--- src/rtl/sucs_pkg.sv ---
// Shared types, constants and command/status groups of the unique common substring search.
`timescale 1ns / 1ps

package sucs_pkg;

    // Default string capacity in bytes
    localparam int MAX_LEN_DEF = 256;

    // Width of the reported length field
    localparam int LENGTH_W = 9;

    // Request modes
    localparam logic [1:0] MODE_LOAD_FIRST  = 2'd0;
    localparam logic [1:0] MODE_LOAD_SECOND = 2'd1;
    localparam logic [1:0] MODE_SEARCH      = 2'd2;

    typedef struct packed {
        logic [1:0] mode;
        logic [7:0] symbol;
    } t_in_req;

    typedef struct packed {
        logic                found;
        logic [LENGTH_W-1:0] length;
        logic                overflow;
    } t_out_req;

    // Controller to datapath
    typedef struct packed {
        logic load_first;
        logic load_second;
        logic start;
        logic issue;
        logic eval;
        logic finish;
    } t_cmd;

    // Datapath to controller
    typedef struct packed {
        logic empty;
        logic sweep_last;
        logic row_last;
    } t_status;

endpackage

--- src/rtl/sucs_ctrl.sv ---
// Sequencer of the unique common substring search: handshakes and row sweep control.
`timescale 1ns / 1ps

module sucs_ctrl
    import sucs_pkg::*;
(
    input  logic       i_clk,
    input  logic       i_rst_n,
    input  logic       i_in_valid,
    input  logic [1:0] i_mode,
    output logic       o_in_stall,
    output logic       o_out_valid,
    input  logic       i_out_stall,
    output t_cmd       o_cmd,
    input  t_status    i_status
);

    localparam logic [2:0] S_IDLE  = 3'd0;
    localparam logic [2:0] S_SWEEP = 3'd1;
    localparam logic [2:0] S_DRAIN = 3'd2;
    localparam logic [2:0] S_EVAL  = 3'd3;
    localparam logic [2:0] S_DONE  = 3'd4;

    logic [2:0] r_state, n_state;
    logic       r_out_valid, n_out_valid;
    logic       accept;

    // A search waits for the previous result to leave; loads never wait on it
    assign o_in_stall = (r_state != S_IDLE) || ((i_mode == MODE_SEARCH) && r_out_valid);
    assign accept     = i_in_valid && !o_in_stall;
    assign o_out_valid = r_out_valid;

    always_comb begin
        n_state = r_state;
        o_cmd   = '0;
        case (r_state)
            S_IDLE: begin
                if (accept) begin
                    case (i_mode)
                        MODE_LOAD_FIRST:  o_cmd.load_first  = 1'b1;
                        MODE_LOAD_SECOND: o_cmd.load_second = 1'b1;
                        MODE_SEARCH: begin
                            o_cmd.start = 1'b1;
                            n_state = i_status.empty ? S_DONE : S_SWEEP;
                        end
                        default: ;
                    endcase
                end
            end
            S_SWEEP: begin
                o_cmd.issue = 1'b1;
                if (i_status.sweep_last) n_state = S_DRAIN;
            end
            S_DRAIN: n_state = S_EVAL;
            S_EVAL: begin
                o_cmd.eval = 1'b1;
                n_state = i_status.row_last ? S_DONE : S_SWEEP;
            end
            S_DONE: begin
                o_cmd.finish = 1'b1;
                n_state = S_IDLE;
            end
            default: n_state = S_IDLE;
        endcase
    end

    assign n_out_valid = (r_out_valid && i_out_stall) || o_cmd.finish;

    always_ff @(posedge i_clk) begin
        if (!i_rst_n) begin
            r_state     <= S_IDLE;
            r_out_valid <= 1'b0;
        end else begin
            r_state     <= n_state;
            r_out_valid <= n_out_valid;
        end
    end

endmodule

--- config.mk ---
export PLATFORM = sky130hd
export DESIGN_NAME = sucs_ctrl
export DESIGN_NICKNAME = d
export VERILOG_FILES = /design/src/rtl/sucs_pkg.sv /design/src/rtl/sucs_ctrl.sv
export SDC_FILE = /design/constraint.sdc
export NUM_CORES = 1
export LEC_CHECK = 0
export BUFFER_PORTS_ARGS = -buffer_cell sky130_fd_sc_hd__buf_4
export CAP_MARGIN = 5
export CORE_AREA = 2 2 39 41
export DETAILED_ROUTE_END_ITERATION = 10
export DIE_AREA = 0 0 41 43
export PLACE_DENSITY = 0.55
export SYNTH_ARGS = -nofsm -noshare
export SYNTH_HDL_FRONTEND = slang
export SYNTH_SLANG_ARGS = --single-unit
--- constraint.sdc ---
create_clock -name i_clk -period 1.3 [get_ports i_clk]
set_clock_uncertainty 0.05 [all_clocks]
set_input_delay 0.065 -clock i_clk [delete_from_list [all_inputs] [get_ports i_clk]]
set_output_delay 0.065 -clock i_clk [all_outputs]
set_load 0.005 [all_outputs]
Word level (Yosys, flattened, before mapping)
Cells that the tools add are included.
{ "op_classes": {"n_eq_ne": 9, "mux": 14, "n_reduce_logical": 10} }
{ "op_table": {"columns": ["operator", "count"], "rows": [
  ["two-way mux 3 bit", 7],
  ["case mux 3 bit (4 select lines)", 1],
  ["equality test 3 x 2 -> 1 bit (second input constant)", 2],
  ["two-way mux 1 bit", 6],
  ["!= test 2 bit (second input constant)", 3],
  ["equality test 3 x 1 -> 1 bit (second input constant)", 1],
  ["equality test 3 bit (second input constant)", 1],
  ["logical AND 1 bit", 3],
  ["logical NOT 3 bit", 1],
  ["AND reduction 3 bit", 1],
  ["nonzero test 3 bit", 1],
  ["equality test 2 x 1 -> 1 bit (second input constant)", 1],
  ["equality test 2 bit (second input constant)", 1],
  ["logical NOT 2 bit", 1],
  ["logical OR 1 bit", 2],
  ["logical NOT 1 bit", 1]
]} }
{ "word_totals": {"reg_bits": 4, "input_bits": 9, "elab_cells": 35} }

Longest topological paths before layout
{ "logic_depth": {"ltp_word": 7, "mapped_depth": 4, "ltp_nobuf": 3} }

Worst setup path before layout
OpenSTA, ideal clock, no wires.
{ "synth_timing": {"kind": "register to register", "start": "register r_out_valid (netlist: o_out_valid)", "end": "register r_state[2]", "setup_time_ps": 70, "arrival_time_ps": 1155, "required_ps": 1180, "slack_ps": 25, "stages_incl_launch_ff": 4, "period_less_slack_ps": 1275, "path_cell_list": "dfxtp_1 > nand4bb_1 > or4b_1 > a21oi_1"} }
{ "synth_via": {"elab_chain_len": 6} }
{ "synth_lines": {"columns": ["item", "line", "source"], "rows": [
  ["start: declaration", "sucs_ctrl.sv:25", "logic r_out_valid, n_out_valid;"],
  ["start signal: assignment", "sucs_ctrl.sv:75", "r_out_valid <= n_out_valid;"],
  ["logical AND 1 bit", "sucs_ctrl.sv:29", "assign o_in_stall = (r_state != S_IDLE) || ((i_mode == MODE_SEARCH) && r_out_valid);"],
  ["logical OR 1 bit", "sucs_ctrl.sv:29", null],
  ["logical NOT 1 bit", "sucs_ctrl.sv:30", "assign accept = i_in_valid && !o_in_stall;"],
  ["logical AND 1 bit", "sucs_ctrl.sv:30", null],
  ["!= test 2 bit (no line)", null, null],
  ["AND reduction 3 bit (no line)", null, null],
  ["end signal: assignment", "sucs_ctrl.sv:74", "r_state <= n_state;"],
  ["end: declaration", "sucs_ctrl.sv:24", "logic [2:0] r_state, n_state;"]
]} }
No other way between the ends.
A chain may end at the register's enable or synchronous reset.

==> flow_summary.json <==
{
  "start_util_pct": 18.3,
  "fill_cells": 147,
  "ff_latch_area_sq_um": 83.8,
  "overflow": 0,
  "hold_violations": 0,
  "route.detailed.drc": 0,
  "first_global_vias": 260,
  "rows": 14,
  "netlist_area_sq_um": 253,
  "layout_common_cells": "buf_4 (23), nand2_1 (3), clkbuf_4 (3), dfxtp_1 (3)",
  "clk_pin_slew_ns": 0.04,
  "die_h_microns": 43,
  "grt_pass1_wl_microns": 986,
  "drt-initial-drc-count": 1,
  "setup_viol": 0,
  "hold_path_class": "in -> reg",
  "outcome": "finished clean",
  "pre_cts_slack_ns": 0.00848,
  "rsz0062_at_grt": "true",
  "hpwl_microns": 534,
  "layout.nets": 66,
  "grt_start_max_net_pins": 12,
  "h-tree-depth": 1,
  "vias": 318,
  "synth-seq-cells": 4,
  "antenna_cells": 0,
  "dpl.cell_count": 63,
  "drive_gt1_share_pct": 60.0,
  "port_buffers": 16,
  "synthCells": 30,
  "grt_antenna_before_repair": 0,
  "multi_input_area_sq_um": 188,
  "cp.arrival_ns": 1.18,
  "dpl_cell_area_sq_um": 408,
  "post-route-min-period_ns": 1.29,
  "io_pins": 17,
  "grtUsageTotal_pct": 8.93,
  "crit_required_ns": 1.19,
  "worstPathCellList": "nand4bb_1 -> buf_4 -> nor4_2 -> buf_4",
  "critPathMaxFanout": 2,
  "setup_ws_ns": 0.00813,
  "place.gp.congestion": 0.646,
  "insertion_delay_ns": 0.23,
  "timing.fmax_ghz": 0.774,
  "cts_root_buf": "clkbuf_4",
  "p_leak_nw": 0.235,
  "cp_common_cell": "buf_4",
  "finalCritPeriodShare_pct": 99.4,
  "synth_cell_types": 20,
  "final_antenna_net_count": 0,
  "layout_commonest_cell": "buf_4",
  "die_width_microns": 41,
  "drtPass1Iterations": 2,
  "hold_ws_ns": 0.0869,
  "cts-buffers-inserted": 3,
  "cts_tree": "yes",
  "slew_headroom_pct": 83.6,
  "finalNonFillerCells": 71,
  "syn2layout_area_growth_pct": 96.5,
  "p_per_area_nw_per_um2": 730,
  "ir_worst_vdd_mv": 0.337,
  "dieArea_sq_um": 1760,
  "cts_sinks": 4,
  "wire_per_inst_microns": 9.87,
  "crit_type": "reg -> out",
  "syn_nets": 39,
  "end_kind": "output pin",
  "final_area_sq_um": 497,
  "clockBufferDepth": 2,
  "slew_violations": 0,
  "ys_warn_count": 0,
  "cp_slowest_cell": "dfxtp_1",
  "ys_seq_area_share_pct": 31.7,
  "viasPerCell": 4.48,
  "wl_microns": 701,
  "startpoint_type": "register",
  "min_path_cells": 3,
  "cap_violations": 0,
  "synth_area_per_cell_sq_um": 8.42,
  "ff2ff_path_depth": 3,
  "core_sq_um": 1380,
  "slowest_delay_ns": 0.30,
  "worst_slew_pin_slew_ns": 0.245
}
[cell families after synthesis]
logic type / synth area share, %
muxes: 4.46
DFF: 31.7
and+or+nand+nor: 52.5
AOI/OAI and AO/OA: 8.42
buffers and inverters: 2.97
[metal layers]
metal | up-vias | wire length [microns] | share of wire (%) | GRT usage, %
li1 | 160 | - | - | -
met1 | 151 | 284 | 41 | 8.65
met2 | 5 | 372 | 53 | 12.8
met3 | 2 | 33 | 4.7 | 4.71
met4 | 0 | 10 | 1.4 | 8.00
met5 | - | 0 | 0 | 0
[registers in the layout, indices dropped and copies added, names as in the netlist]
signal       flops
o_out_valid      1
r_state          3
[critical path: cells and delay by family (launching register included)]
kind / cells / cell delay [ns]
buffers and inverters: 2 / 0.31
flip-flops: 1 / 0.30
AND/OR/NAND/NOR: 2 / 0.33
[per-stage QoR]
step / power (mW) / util [%] / TNS, ns
floorplan: 0.154 / - / 0
global placement: 0.195 / 29.5 / 0
detailed placement: 0.194 / 29.5 / 0
CTS: 0.364 / 33.3 / -0.0321
global route: 0.383 / 35.9 / -0.108
finish: 0.363 / 35.9 / 0
[where the power goes]
group	switching, mW	leakage [nW]	internal [mW]
Clock	0.0535	0.0138	0.103
Combinational	0.0239	0.188	0.0511
Sequential	0.00543	0.0331	0.125
[layout make-up]
type,instances,share of cell area [%]
Clock buffer,3,4.53
Multi-Input combinational cell,24,37.8
Sequential cell,4,16.9
Tap cell,16,4.03
Timing Repair Buffer,24,36.8
[worst paths after layout]
path	start	endpoint	slack (ns)
max	o_out_valid	o_cmd[3]	0.008
min	i_status[0]	r_state[2]	0.09
max reg2reg	o_out_valid	r_state[2]	0.03
min reg2reg	r_state[0]	r_state[2]	0.56
[timing repair]
action,CTS,global route
pin swaps,1,3
endpoints found under the hold margin,1,0
gates resized for setup,3,3
buffers inserted,1,3
endpoints found under the setup margin,4,5
hold buffers,1,0
[synth_stat cells, drive strengths merged]
master   number  area [sq um]
and4bb        1          12.5
or4b          1          10.0
mux2          1          11.3
nand3b        1          7.51
nor3          2          10.0
nand4bb       1          11.3
nor3b         2          15.0
dfxtp         4          80.1
nor2b         2          12.5
nor4          1          6.26
nor2          2          7.51
o31a          1          8.76
a21oi         1          5.00
nand3         1          5.00
nand2b        1          6.26
clkbuf        2          7.51
and4b         1          10.0
nand2         3          11.3
o21a          1          7.51
and2          1          7.51
(Power assumes the default switching activity.)
